**config.mk**
```make
export PLATFORM = sky130hd
export DESIGN_NAME = sbus_frame_decoder_core
export DESIGN_NICKNAME = d
export VERILOG_FILES = /design/src/hdl/sbusd_pkg.sv /design/src/hdl/sbus_frame_decoder_core.sv /design/src/hdl/sbusd_decode.sv
export SDC_FILE = /design/constraint.sdc
export NUM_CORES = 1
export LEC_CHECK = 0
export BUFFER_PORTS_ARGS = -buffer_cell sky130_fd_sc_hd__buf_2
export CORE_MARGIN = 8
export CORE_UTILIZATION = 59
export CTS_CLUSTER_DIAMETER = 80
export DETAILED_ROUTE_END_ITERATION = 8
export PLACE_DENSITY_LB_ADDON = 0.08
export SETUP_SLACK_MARGIN = 0.1
export SLEW_MARGIN = 20
export SYNTH_ARGS = -nofsm -noshare
export SYNTH_HDL_FRONTEND = slang
export SYNTH_HIERARCHICAL = 1
export SYNTH_SLANG_ARGS = --single-unit
export TNS_END_PERCENT = 20
```
**constraint.sdc**
```tcl
create_clock -name clk -period 5.3 [get_ports clk]
set_input_delay 0 -clock clk [delete_from_list [all_inputs] [get_ports clk]]
set_output_delay 0 -clock clk [all_outputs]
set_load 0.01 [all_outputs]
```
**src/hdl/sbusd_pkg.sv**
```systemverilog
// ----------------------------------------------------------------------------
// sbusd_pkg
// Shared constants and types of the frame decoder: frame geometry,
// configuration set, command and switch codes and the decoded result.
// ----------------------------------------------------------------------------
package sbusd_pkg;

    localparam int FRAME_BYTES  = 25;
    localparam int BUFFER_BYTES = 50;

    localparam int COUNT_W = $clog2(BUFFER_BYTES + 1);
    localparam int IDX_W   = $clog2(FRAME_BYTES);
    localparam int RAW_W   = 11;
    localparam int STICK_W = 12;
    localparam int SW_W    = 2;
    localparam int CFG_IDX_W = 3;

    localparam int CHAN_FIRST_BIT = 8;
    localparam int STREAM_BITS    = 8 * FRAME_BYTES + 24;

    localparam logic [CFG_IDX_W-1:0] REG_CENTER_OFFSET = 3'd0;
    localparam logic [CFG_IDX_W-1:0] REG_ERROR_LIMIT   = 3'd1;
    localparam logic [CFG_IDX_W-1:0] REG_TWO_POS_THR   = 3'd2;
    localparam logic [CFG_IDX_W-1:0] REG_THREE_POS_LOW = 3'd3;
    localparam logic [CFG_IDX_W-1:0] REG_THREE_POS_HIGH = 3'd4;

    localparam logic [RAW_W-1:0] RST_CENTER_OFFSET  = 11'd1024;
    localparam logic [RAW_W-1:0] RST_ERROR_LIMIT    = 11'd700;
    localparam logic [RAW_W-1:0] RST_TWO_POS_THR    = 11'd1024;
    localparam logic [RAW_W-1:0] RST_THREE_POS_LOW  = 11'd600;
    localparam logic [RAW_W-1:0] RST_THREE_POS_HIGH = 11'd1400;

    localparam logic [SW_W-1:0] SW_LOW  = 2'd0;
    localparam logic [SW_W-1:0] SW_MID  = 2'd1;
    localparam logic [SW_W-1:0] SW_HIGH = 2'd2;

    localparam logic CMD_BYTE = 1'b0;
    localparam logic CMD_IDLE = 1'b1;

    typedef struct packed {
        logic [RAW_W-1:0] center_offset;
        logic [RAW_W-1:0] error_limit;
        logic [RAW_W-1:0] two_pos_threshold;
        logic [RAW_W-1:0] three_pos_low;
        logic [RAW_W-1:0] three_pos_high;
    } cfg_t;

    typedef struct packed {
        logic signed [STICK_W-1:0] stick_one;
        logic signed [STICK_W-1:0] stick_two;
        logic signed [STICK_W-1:0] stick_three;
        logic signed [STICK_W-1:0] stick_four;
        logic signed [STICK_W-1:0] aux_nine;
        logic signed [STICK_W-1:0] aux_ten;
        logic [SW_W-1:0]           switch_a;
        logic [SW_W-1:0]           switch_b;
        logic [SW_W-1:0]           switch_c;
        logic [SW_W-1:0]           switch_d;
        logic                      data_error;
    } result_t;

endpackage

```
**src/hdl/sbus_frame_decoder_core.sv**
```systemverilog
// ----------------------------------------------------------------------------
// sbus_frame_decoder_core
// Collects received bytes into a frame store and, on a line idle event that
// closes a frame of the expected length, decodes it into one result.
//
//   channel | signals                                  | direction
//   --------+------------------------------------------+----------
//   in      | in_valid, in_stall, command, rx_byte     | sink
//   out     | out_valid, out_stall, stick_*, aux_*,    | source
//           | switch_a..switch_d, data_error           |
//   cfg     | cfg_valid, cfg_ready, cfg_index, cfg_data| sink
//
// One request per cycle while not stalled; a decoded result is in the output
// register in the cycle after its idle request is taken, the decode being
// one combinational pass over the frame store. Byte requests are always taken;
// an idle request stalls only while a previous result is held by out_stall.
// Reset clears the byte count and output valid; config takes its defaults.
// ----------------------------------------------------------------------------
module sbus_frame_decoder_core
(
    input  logic                                  clk,
    input  logic                                  rst_n,

    input  logic                                  in_valid,
    output logic                                  in_stall,
    input  logic                                  command,
    input  logic [7:0]                            rx_byte,

    output logic                                  out_valid,
    input  logic                                  out_stall,
    output logic signed [sbusd_pkg::STICK_W-1:0]  stick_one,
    output logic signed [sbusd_pkg::STICK_W-1:0]  stick_two,
    output logic signed [sbusd_pkg::STICK_W-1:0]  stick_three,
    output logic signed [sbusd_pkg::STICK_W-1:0]  stick_four,
    output logic signed [sbusd_pkg::STICK_W-1:0]  aux_nine,
    output logic signed [sbusd_pkg::STICK_W-1:0]  aux_ten,
    output logic [sbusd_pkg::SW_W-1:0]            switch_a,
    output logic [sbusd_pkg::SW_W-1:0]            switch_b,
    output logic [sbusd_pkg::SW_W-1:0]            switch_c,
    output logic [sbusd_pkg::SW_W-1:0]            switch_d,
    output logic                                  data_error,

    input  logic                                  cfg_valid,
    output logic                                  cfg_ready,
    input  logic [sbusd_pkg::CFG_IDX_W-1:0]       cfg_index,
    input  logic [sbusd_pkg::RAW_W-1:0]           cfg_data
);

    sbusd_pkg::cfg_t                   cfg_reg;
    logic [sbusd_pkg::COUNT_W-1:0]     count_reg;
    logic [sbusd_pkg::COUNT_W-1:0]     count_next;
    logic [7:0]                        store_reg [sbusd_pkg::FRAME_BYTES];
    logic                              out_valid_reg;
    sbusd_pkg::result_t                result_reg;
    sbusd_pkg::result_t                result_next;

    logic in_acc;
    logic byte_acc;
    logic idle_acc;
    logic frame_ok;
    logic store_wr;

    assign cfg_ready = 1'b1;
    assign in_stall  = (command == sbusd_pkg::CMD_IDLE) & out_valid_reg & out_stall;
    assign in_acc    = in_valid & ~in_stall;
    assign byte_acc  = in_acc & (command == sbusd_pkg::CMD_BYTE);
    assign idle_acc  = in_acc & (command == sbusd_pkg::CMD_IDLE);
    assign frame_ok  = count_reg == sbusd_pkg::COUNT_W'(sbusd_pkg::FRAME_BYTES);
    assign store_wr  = byte_acc & (count_reg < sbusd_pkg::COUNT_W'(sbusd_pkg::FRAME_BYTES));

    always_ff @(posedge clk or negedge rst_n)
    begin
        if (!rst_n)
        begin
            cfg_reg.center_offset     <= sbusd_pkg::RST_CENTER_OFFSET;
            cfg_reg.error_limit       <= sbusd_pkg::RST_ERROR_LIMIT;
            cfg_reg.two_pos_threshold <= sbusd_pkg::RST_TWO_POS_THR;
            cfg_reg.three_pos_low     <= sbusd_pkg::RST_THREE_POS_LOW;
            cfg_reg.three_pos_high    <= sbusd_pkg::RST_THREE_POS_HIGH;
        end
        else if (cfg_valid && cfg_ready)
        begin
            case (cfg_index)
                sbusd_pkg::REG_CENTER_OFFSET:  cfg_reg.center_offset     <= cfg_data;
                sbusd_pkg::REG_ERROR_LIMIT:    cfg_reg.error_limit       <= cfg_data;
                sbusd_pkg::REG_TWO_POS_THR:    cfg_reg.two_pos_threshold <= cfg_data;
                sbusd_pkg::REG_THREE_POS_LOW:  cfg_reg.three_pos_low     <= cfg_data;
                sbusd_pkg::REG_THREE_POS_HIGH: cfg_reg.three_pos_high    <= cfg_data;
                default: ;
            endcase
        end
    end

    always_comb
    begin
        count_next = count_reg;
        if (idle_acc)
            count_next = '0;
        else if (byte_acc && count_reg < sbusd_pkg::COUNT_W'(sbusd_pkg::BUFFER_BYTES))
            count_next = count_reg + 1'b1;
    end

    always_ff @(posedge clk or negedge rst_n)
    begin
        if (!rst_n)
            count_reg <= '0;
        else
            count_reg <= count_next;
    end

    always_ff @(posedge clk)
    begin
        if (store_wr)
            store_reg[count_reg[sbusd_pkg::IDX_W-1:0]] <= rx_byte;
    end

    sbusd_decode u_decode
    (
        .frame  (store_reg),
        .cfg    (cfg_reg),
        .result (result_next)
    );

    always_ff @(posedge clk or negedge rst_n)
    begin
        if (!rst_n)
            out_valid_reg <= 1'b0;
        else if (idle_acc && frame_ok)
            out_valid_reg <= 1'b1;
        else if (!out_stall)
            out_valid_reg <= 1'b0;
    end

    always_ff @(posedge clk)
    begin
        if (idle_acc && frame_ok)
            result_reg <= result_next;
    end

    assign out_valid   = out_valid_reg;
    assign stick_one   = result_reg.stick_one;
    assign stick_two   = result_reg.stick_two;
    assign stick_three = result_reg.stick_three;
    assign stick_four  = result_reg.stick_four;
    assign aux_nine    = result_reg.aux_nine;
    assign aux_ten     = result_reg.aux_ten;
    assign switch_a    = result_reg.switch_a;
    assign switch_b    = result_reg.switch_b;
    assign switch_c    = result_reg.switch_c;
    assign switch_d    = result_reg.switch_d;
    assign data_error  = result_reg.data_error;

    a_count_bound: assert property (@(posedge clk) disable iff (!rst_n)
        count_reg <= sbusd_pkg::COUNT_W'(sbusd_pkg::BUFFER_BYTES))
        else $error("byte count above buffer size");

    a_idle_clears: assert property (@(posedge clk) disable iff (!rst_n)
        idle_acc |=> count_reg == '0)
        else $error("byte count not cleared by idle");

    a_byte_counts: assert property (@(posedge clk) disable iff (!rst_n)
        byte_acc && count_reg < sbusd_pkg::COUNT_W'(sbusd_pkg::BUFFER_BYTES)
        |=> count_reg == $past(count_reg) + 1'b1)
        else $error("byte count did not advance");

    a_bad_len_no_result: assert property (@(posedge clk) disable iff (!rst_n)
        idle_acc && !frame_ok && !out_stall |=> !out_valid_reg)
        else $error("result from a frame of wrong length");

    a_error_zeroes: assert property (@(posedge clk) disable iff (!rst_n)
        out_valid_reg && result_reg.data_error |->
        result_reg.stick_one == '0 && result_reg.aux_nine == '0)
        else $error("sticks not zeroed on range error");

endmodule

```
**src/hdl/sbusd_decode.sv**
```systemverilog
// ----------------------------------------------------------------------------
// sbusd_decode
// Unpacks the ten 11-bit channels of a stored frame and maps them to
// centered sticks, switch positions and the range error flag.
// ----------------------------------------------------------------------------
module sbusd_decode
(
    input  logic [7:0]            frame [sbusd_pkg::FRAME_BYTES],
    input  sbusd_pkg::cfg_t       cfg,
    output sbusd_pkg::result_t    result
);

    logic [sbusd_pkg::STREAM_BITS-1:0]  stream;
    logic [sbusd_pkg::RAW_W-1:0]        raw [10];
    logic signed [sbusd_pkg::STICK_W-1:0] cen [10];
    logic [sbusd_pkg::STICK_W-1:0]      mag [4];
    logic [3:0]                         over;
    logic                               err;

    always_comb
    begin
        stream = '0;
        for (int i = 0; i < sbusd_pkg::FRAME_BYTES; i++)
        begin
            stream[8*i +: 8] = frame[i];
        end
    end

    always_comb
    begin
        for (int k = 0; k < 10; k++)
        begin
            raw[k] = stream[sbusd_pkg::CHAN_FIRST_BIT + sbusd_pkg::RAW_W*k +: sbusd_pkg::RAW_W];
            cen[k] = $signed({1'b0, raw[k]}) - $signed({1'b0, cfg.center_offset});
        end
        for (int k = 0; k < 4; k++)
        begin
            mag[k]  = cen[k][sbusd_pkg::STICK_W-1] ? (-cen[k]) : cen[k];
            over[k] = mag[k] > {1'b0, cfg.error_limit};
        end
        err = |over;
    end

    function automatic logic [sbusd_pkg::SW_W-1:0] two_pos(
        input logic [sbusd_pkg::RAW_W-1:0] r,
        input logic [sbusd_pkg::RAW_W-1:0] thr);
        return (r >= thr) ? sbusd_pkg::SW_HIGH : sbusd_pkg::SW_LOW;
    endfunction

    function automatic logic [sbusd_pkg::SW_W-1:0] three_pos(
        input logic [sbusd_pkg::RAW_W-1:0] r,
        input logic [sbusd_pkg::RAW_W-1:0] lo,
        input logic [sbusd_pkg::RAW_W-1:0] hi);
        logic [sbusd_pkg::SW_W-1:0] s;
        if (r < lo)
            s = sbusd_pkg::SW_LOW;
        else if (r < hi)
            s = sbusd_pkg::SW_MID;
        else
            s = sbusd_pkg::SW_HIGH;
        return s;
    endfunction

    always_comb
    begin
        result.stick_one   = err ? '0 : cen[0];
        result.stick_two   = err ? '0 : cen[1];
        result.stick_three = err ? '0 : cen[2];
        result.stick_four  = err ? '0 : cen[3];
        result.aux_nine    = err ? '0 : cen[8];
        result.aux_ten     = cen[9];
        result.switch_a    = two_pos(raw[4], cfg.two_pos_threshold);
        result.switch_b    = three_pos(raw[5], cfg.three_pos_low, cfg.three_pos_high);
        result.switch_c    = three_pos(raw[6], cfg.three_pos_low, cfg.three_pos_high);
        result.switch_d    = two_pos(raw[7], cfg.two_pos_threshold);
        result.data_error  = err;
    end

endmodule
```
=== Word-level counts from Yosys, hierarchy flattened ===
Index checks and enable logic that the tools add are counted.

* Register bits: 343
* Output and inout port bits: 84
* Word-level logic and storage cells: 109

* Add/sub/neg operators: 11
* Magnitude comparators: 14
* Equality and inequality tests: 6
* Multiplexer cells: 15
* Bitwise operators: 9
* Reduce and logical (&&, ||, !) cells: 11

{| class="wikitable"
|+ Operator list
! kind !! count
|-
| bitwise mux 200 bit || 1
|-
| subtractor 11 x 11 -> 12 bit || 6
|-
| greater-than comparator 12 x 11 -> 1 bit || 4
|-
| two-way mux 12 bit || 4
|-
| negator 12 bit || 4
|-
| less-than comparator 11 bit || 4
|-
| demux 8 bit (select 5 bit) || 1
|-
| >= comparator 11 bit || 2
|-
| two-way mux 6 bit || 2
|-
| AND reduction 2 bit || 5
|-
| two-way mux 2 bit || 4
|-
| two-way mux 8 bit || 1
|-
| adder 6 x 1 -> 6 bit, second input constant || 1
|-
| AND 1 bit || 6
|-
| equality test 3 x 2 -> 1 bit, second input constant || 2
|-
| equality test 6 x 5 -> 1 bit, second input constant || 1
|-
| >= comparator 6 bit, second input constant || 1
|-
| less-than comparator 6 x 1 -> 1 bit, second input constant || 1
|-
| less-than comparator 6 x 5 -> 1 bit, second input constant || 1
|-
| less-than comparator 6 bit, second input constant || 1
|-
| NOT 5 -> 6 bit || 1
|-
| OR reduction 4 bit || 1
|-
| equality test 3 x 1 -> 1 bit, second input constant || 1
|-
| equality test 3 bit, second input constant || 1
|-
| 6 further kinds || 10
|}

=== Longest topological paths before layout ===
* Depth after elaboration: 8
* Gate-level depth with buffers: 21
* Gate-level depth less buffers: 20

=== Hierarchy ===
Netlist, hierarchy kept.

{| class="wikitable"
|+ Modules (own cells, without submodules)
! module !! times used !! cells each !! area each (um^2) !! seq. area each (um^2)
|-
| sbus_frame_decoder_core || 1 || 497 || 11377.2 || 10012.1
|-
| sbusd_decode || 1 || 922 || 6777.8 || 0.0
|}

=== Least setup slack after synthesis ===
Ideal clock, no wire load.

* Path kind: register to register
* From: register cfg_reg[45] in the netlist's numbering
* To: register result_reg (netlist bit data_error), data pin
* Arrival: 4389 ps
* Data required time: 5049 ps
* Slack: 660 ps
* Cell stages (with the launch flop): 20
* Path buffers: 2
* Clock period less this slack: 4640 ps
* Cells stage by stage: dfrtp_1 > inv_1 > fa_1 > a21oi_2 > nor3_1 > or4_4 > xnor2_2 > nor4b_4 > nor2_1 > xnor2_1 > ha_1 > nand4_1 > nor2_1 > and3_1 > a311oi_1 > or4_1 > a31oi_1 > nand4b_4 > buf_6 > buf_4

* Longest elaborated chain between the ends: 5
* Elaborated cells between the ends (all ways): 17
* Classes of those cells: add/sub (8); order compare (4); mux (4); reduce/logical (1)

{| class="wikitable"
|+ Ends and longest elaborated chain
! what !! RTL line !! RTL
|-
| start, declared || sbus_frame_decoder_core.sv:49 || <nowiki>sbusd_pkg::cfg_t cfg_reg;</nowiki>
|-
| subtractor 11 x 11 -> 12 bit || sbusd_decode.sv:34 || <nowiki>cen[k] = $signed({1'b0, raw[k]}) - $signed({1'b0, cfg.center_offset});</nowiki>
|-
| negator 12 bit || sbusd_decode.sv:38 || <nowiki>mag[k] = cen[k][sbusd_pkg::STICK_W-1] ? (-cen[k]) : cen[k];</nowiki>
|-
| two-way mux 12 bit || sbusd_decode.sv:38 ||
|-
| greater-than comparator 12 x 11 -> 1 bit || sbusd_decode.sv:39 || <nowiki>over[k] = mag[k] > {1'b0, cfg.error_limit};</nowiki>
|-
| OR reduction 4 bit * || sbusd_decode.sv:41 || <nowiki>err = |over;</nowiki>
|-
| net u_decode.err || sbusd_decode.sv:18 || <nowiki>logic err;</nowiki>
|-
| end signal, assigned || sbus_frame_decoder_core.sv:137 || <nowiki>result_reg <= result_next;</nowiki>
|-
| end, declared || sbus_frame_decoder_core.sv:54 || <nowiki>sbusd_pkg::result_t result_reg;</nowiki>
|}

Mark *: on every way through the listed nets, which the timed path passes. The rest lies on a longest branch.
A chain may end at the register's enable or synchronous reset.

==> metrics.yaml <==
power:
  p_comb_frac: 0.420
  power.share.clock: 0.255
  swShare: 0.356
  internal_power_mw: 4.85
  peakVddDrop_mv: 0.324
  p_sw_mw: 2.68
  seq_power_share: 0.325
  total_power_mw: 7.53
  power.leakage_nw: 7.32
  power_density_nw_per_um2: 429
grt:
  antenna_found_initial: 1
  grt-ovfl-total: 0
  grt_max_degree: 63
  grt_pass1_vias: 10535
  grtUsageTotal: 0.230
  grt_pass1_wl_mm: 57.2
placement:
  dp_slack_ns: 0.252
  port_buffers: 110
  hpwlAfterDp_mm: 26.7
  placed_area_um2: 16300
  place_congestion: 0.903
  dp_cells: 1745
floorplan:
  dieArea_um2: 31500
  die_x_um: 177
  die_y_um: 177
  start_util: 0.595
  rows: 59
  core-area_um2: 25800
  num_io_pins: 112
final_layout:
  fin_area_um2: 17500
  antenna_cells: 0
  mostFrequentLayoutCells: "191 x edfxtp_1, 180 x ha_1, 144 x nor2_1"
  drive_above_1_share: 0.193
  fin_cells: 1829
  final_common_cell: "edfxtp_1"
  area_growth_pct: 14.2
  fillers: 1955
  final_nets: 1686
  largest_reg_flops: 110
  final_core_util: 0.679
route:
  wirelength_mm: 36.5
  drt-pass1-iter-count: 5
  drtIter0Drc: 737
  routed-via-count: 10776
  wl_per_cell_um: 19.9
  drtAntennaViolNets: 0
  post-route-drc-count: 0
  via_per_inst: 5.89
logic_synthesis:
  synth_area_um2: 15400
  syn_inst: 1314
  avgSynthCellArea_um2: 11.7
  ys_warn_count: 6
critical_path:
  slowest_delay_ns: 0.54
  cp_slowest_cell: "or4_1"
  cp_cell_sequence: "clkinvlp_4 -> buf_4 -> fa_1 -> a21oi_2 -> nor3_1 -> or4_4 -> xnor2_2 -> nor4b_4 -> nor2_1 -> xnor2_1 -> ha_1 -> nand4_1 -> nor2_1 -> and3_1 -> a311oi_1 -> or4_1 -> a31oi_2 -> nand4b_4 -> buf_12 -> nor3_1"
  worst-path-max-fanout: 25
  worstPathArrival_ns: 5.31
  r2r_cells: 20
  start_kind: "flip-flop"
  path_class: "reg2reg"
  cp-end-kind: "flip-flop"
  worst_ep_required_time_ns: 5.69
clock_network:
  tritoncts: "built"
  numCtsBuffers: 28
  clock_latency_ns: 0.55
  cts_htree_levels: 1
  clock-sinks: 253
  cts_root_buffer: "clkbuf_16"
  clock_path_buffers: 3
  clk_pin_slew_worst_paths_ns: 0.06
sta:
  timing.fmax_ghz: 0.203
  skew_ns: 0.0224
  min_period_ns: 4.92
  relSlewSlack: 0.347
  maxSlewViolCount: 0
  setup_violations: 0
  tns_ns: 0
  rsz0062_at_grt: "no"
  worst_slew_pin_slew_ns: 0.976
  finalHoldViolations: 0
  holdWs_ns: 0.145
  period_share: 0.928
  finalWorstSetupSlack_ns: 0.381
run_status:
  status: "complete, no violations"
worst_hold_path:
  min_path_type: "in2async"
flow_run:
  maxCapViolCount: 0
routing by layer:
layer / up-vias / global-route usage / routed length [um]
met5: - / 0 / 0
met4: 0 / 0.0670 / 837
met3: 55 / 0.0272 / 2080
met2: 320 / 0.393 / 17500
met1: 5218 / 0.303 / 16100
li1: 5183 / - / -
worst paths after layout:
kind                       slack (ns)      endpoint   startpoint
setup / recovery                 0.38  aux_nine[11]  cfg_reg[45]
hold / removal                   0.15  count_reg[0]        rst_n
setup reg to reg                 0.38  aux_nine[11]  cfg_reg[45]
hold reg to reg                  0.50   cfg_reg[49]  cfg_reg[49]
max in group asynchronous        4.57   cfg_reg[44]        rst_n
min in group clk                 0.24     out_valid    out_stall
worst max-delay path, delay by kind of cell, from the launching register on:
family	cells	cell delay, ns
AOI/OAI and AO/OA	3	0.52
DFF	1	0.43
xor gates and xnor gates	2	0.38
adders and majority gates	2	0.76
and+or+nand+nor	10	2.17
buffers and inverters	3	0.47
timing repair:
action	4_1_cts	5_1_grt
setup buffers	0	2
endpoints found under the hold margin	216	0
setup endpoints to repair	0	61
hold buffers	30	0
resized for setup	0	10
power by group through the flow:
stage	clock network, mW	registers, mW	logic (mW)
global placement	0	2.48	3.01
floorplan	0	2.45	2.37
CTS	1.96	2.44	3.12
detailed placement	0	2.48	3.08
finish	1.92	2.45	3.17
global route	2.03	2.46	3.54
layout make-up:
class / count / area (um^2) / share of cell area
sequential: 253 / 7310 / 0.417
inverter: 93 / 353 / 0.0201
clock buffer: 40 / 797 / 0.0454
tap: 335 / 419 / 0.0239
timing repair buffer: 157 / 1000 / 0.0572
multi-input combinational: 939 / 7540 / 0.430
clock inverter: 12 / 123 / 0.00699
Note: power is estimated with default switching activity, not from simulation.
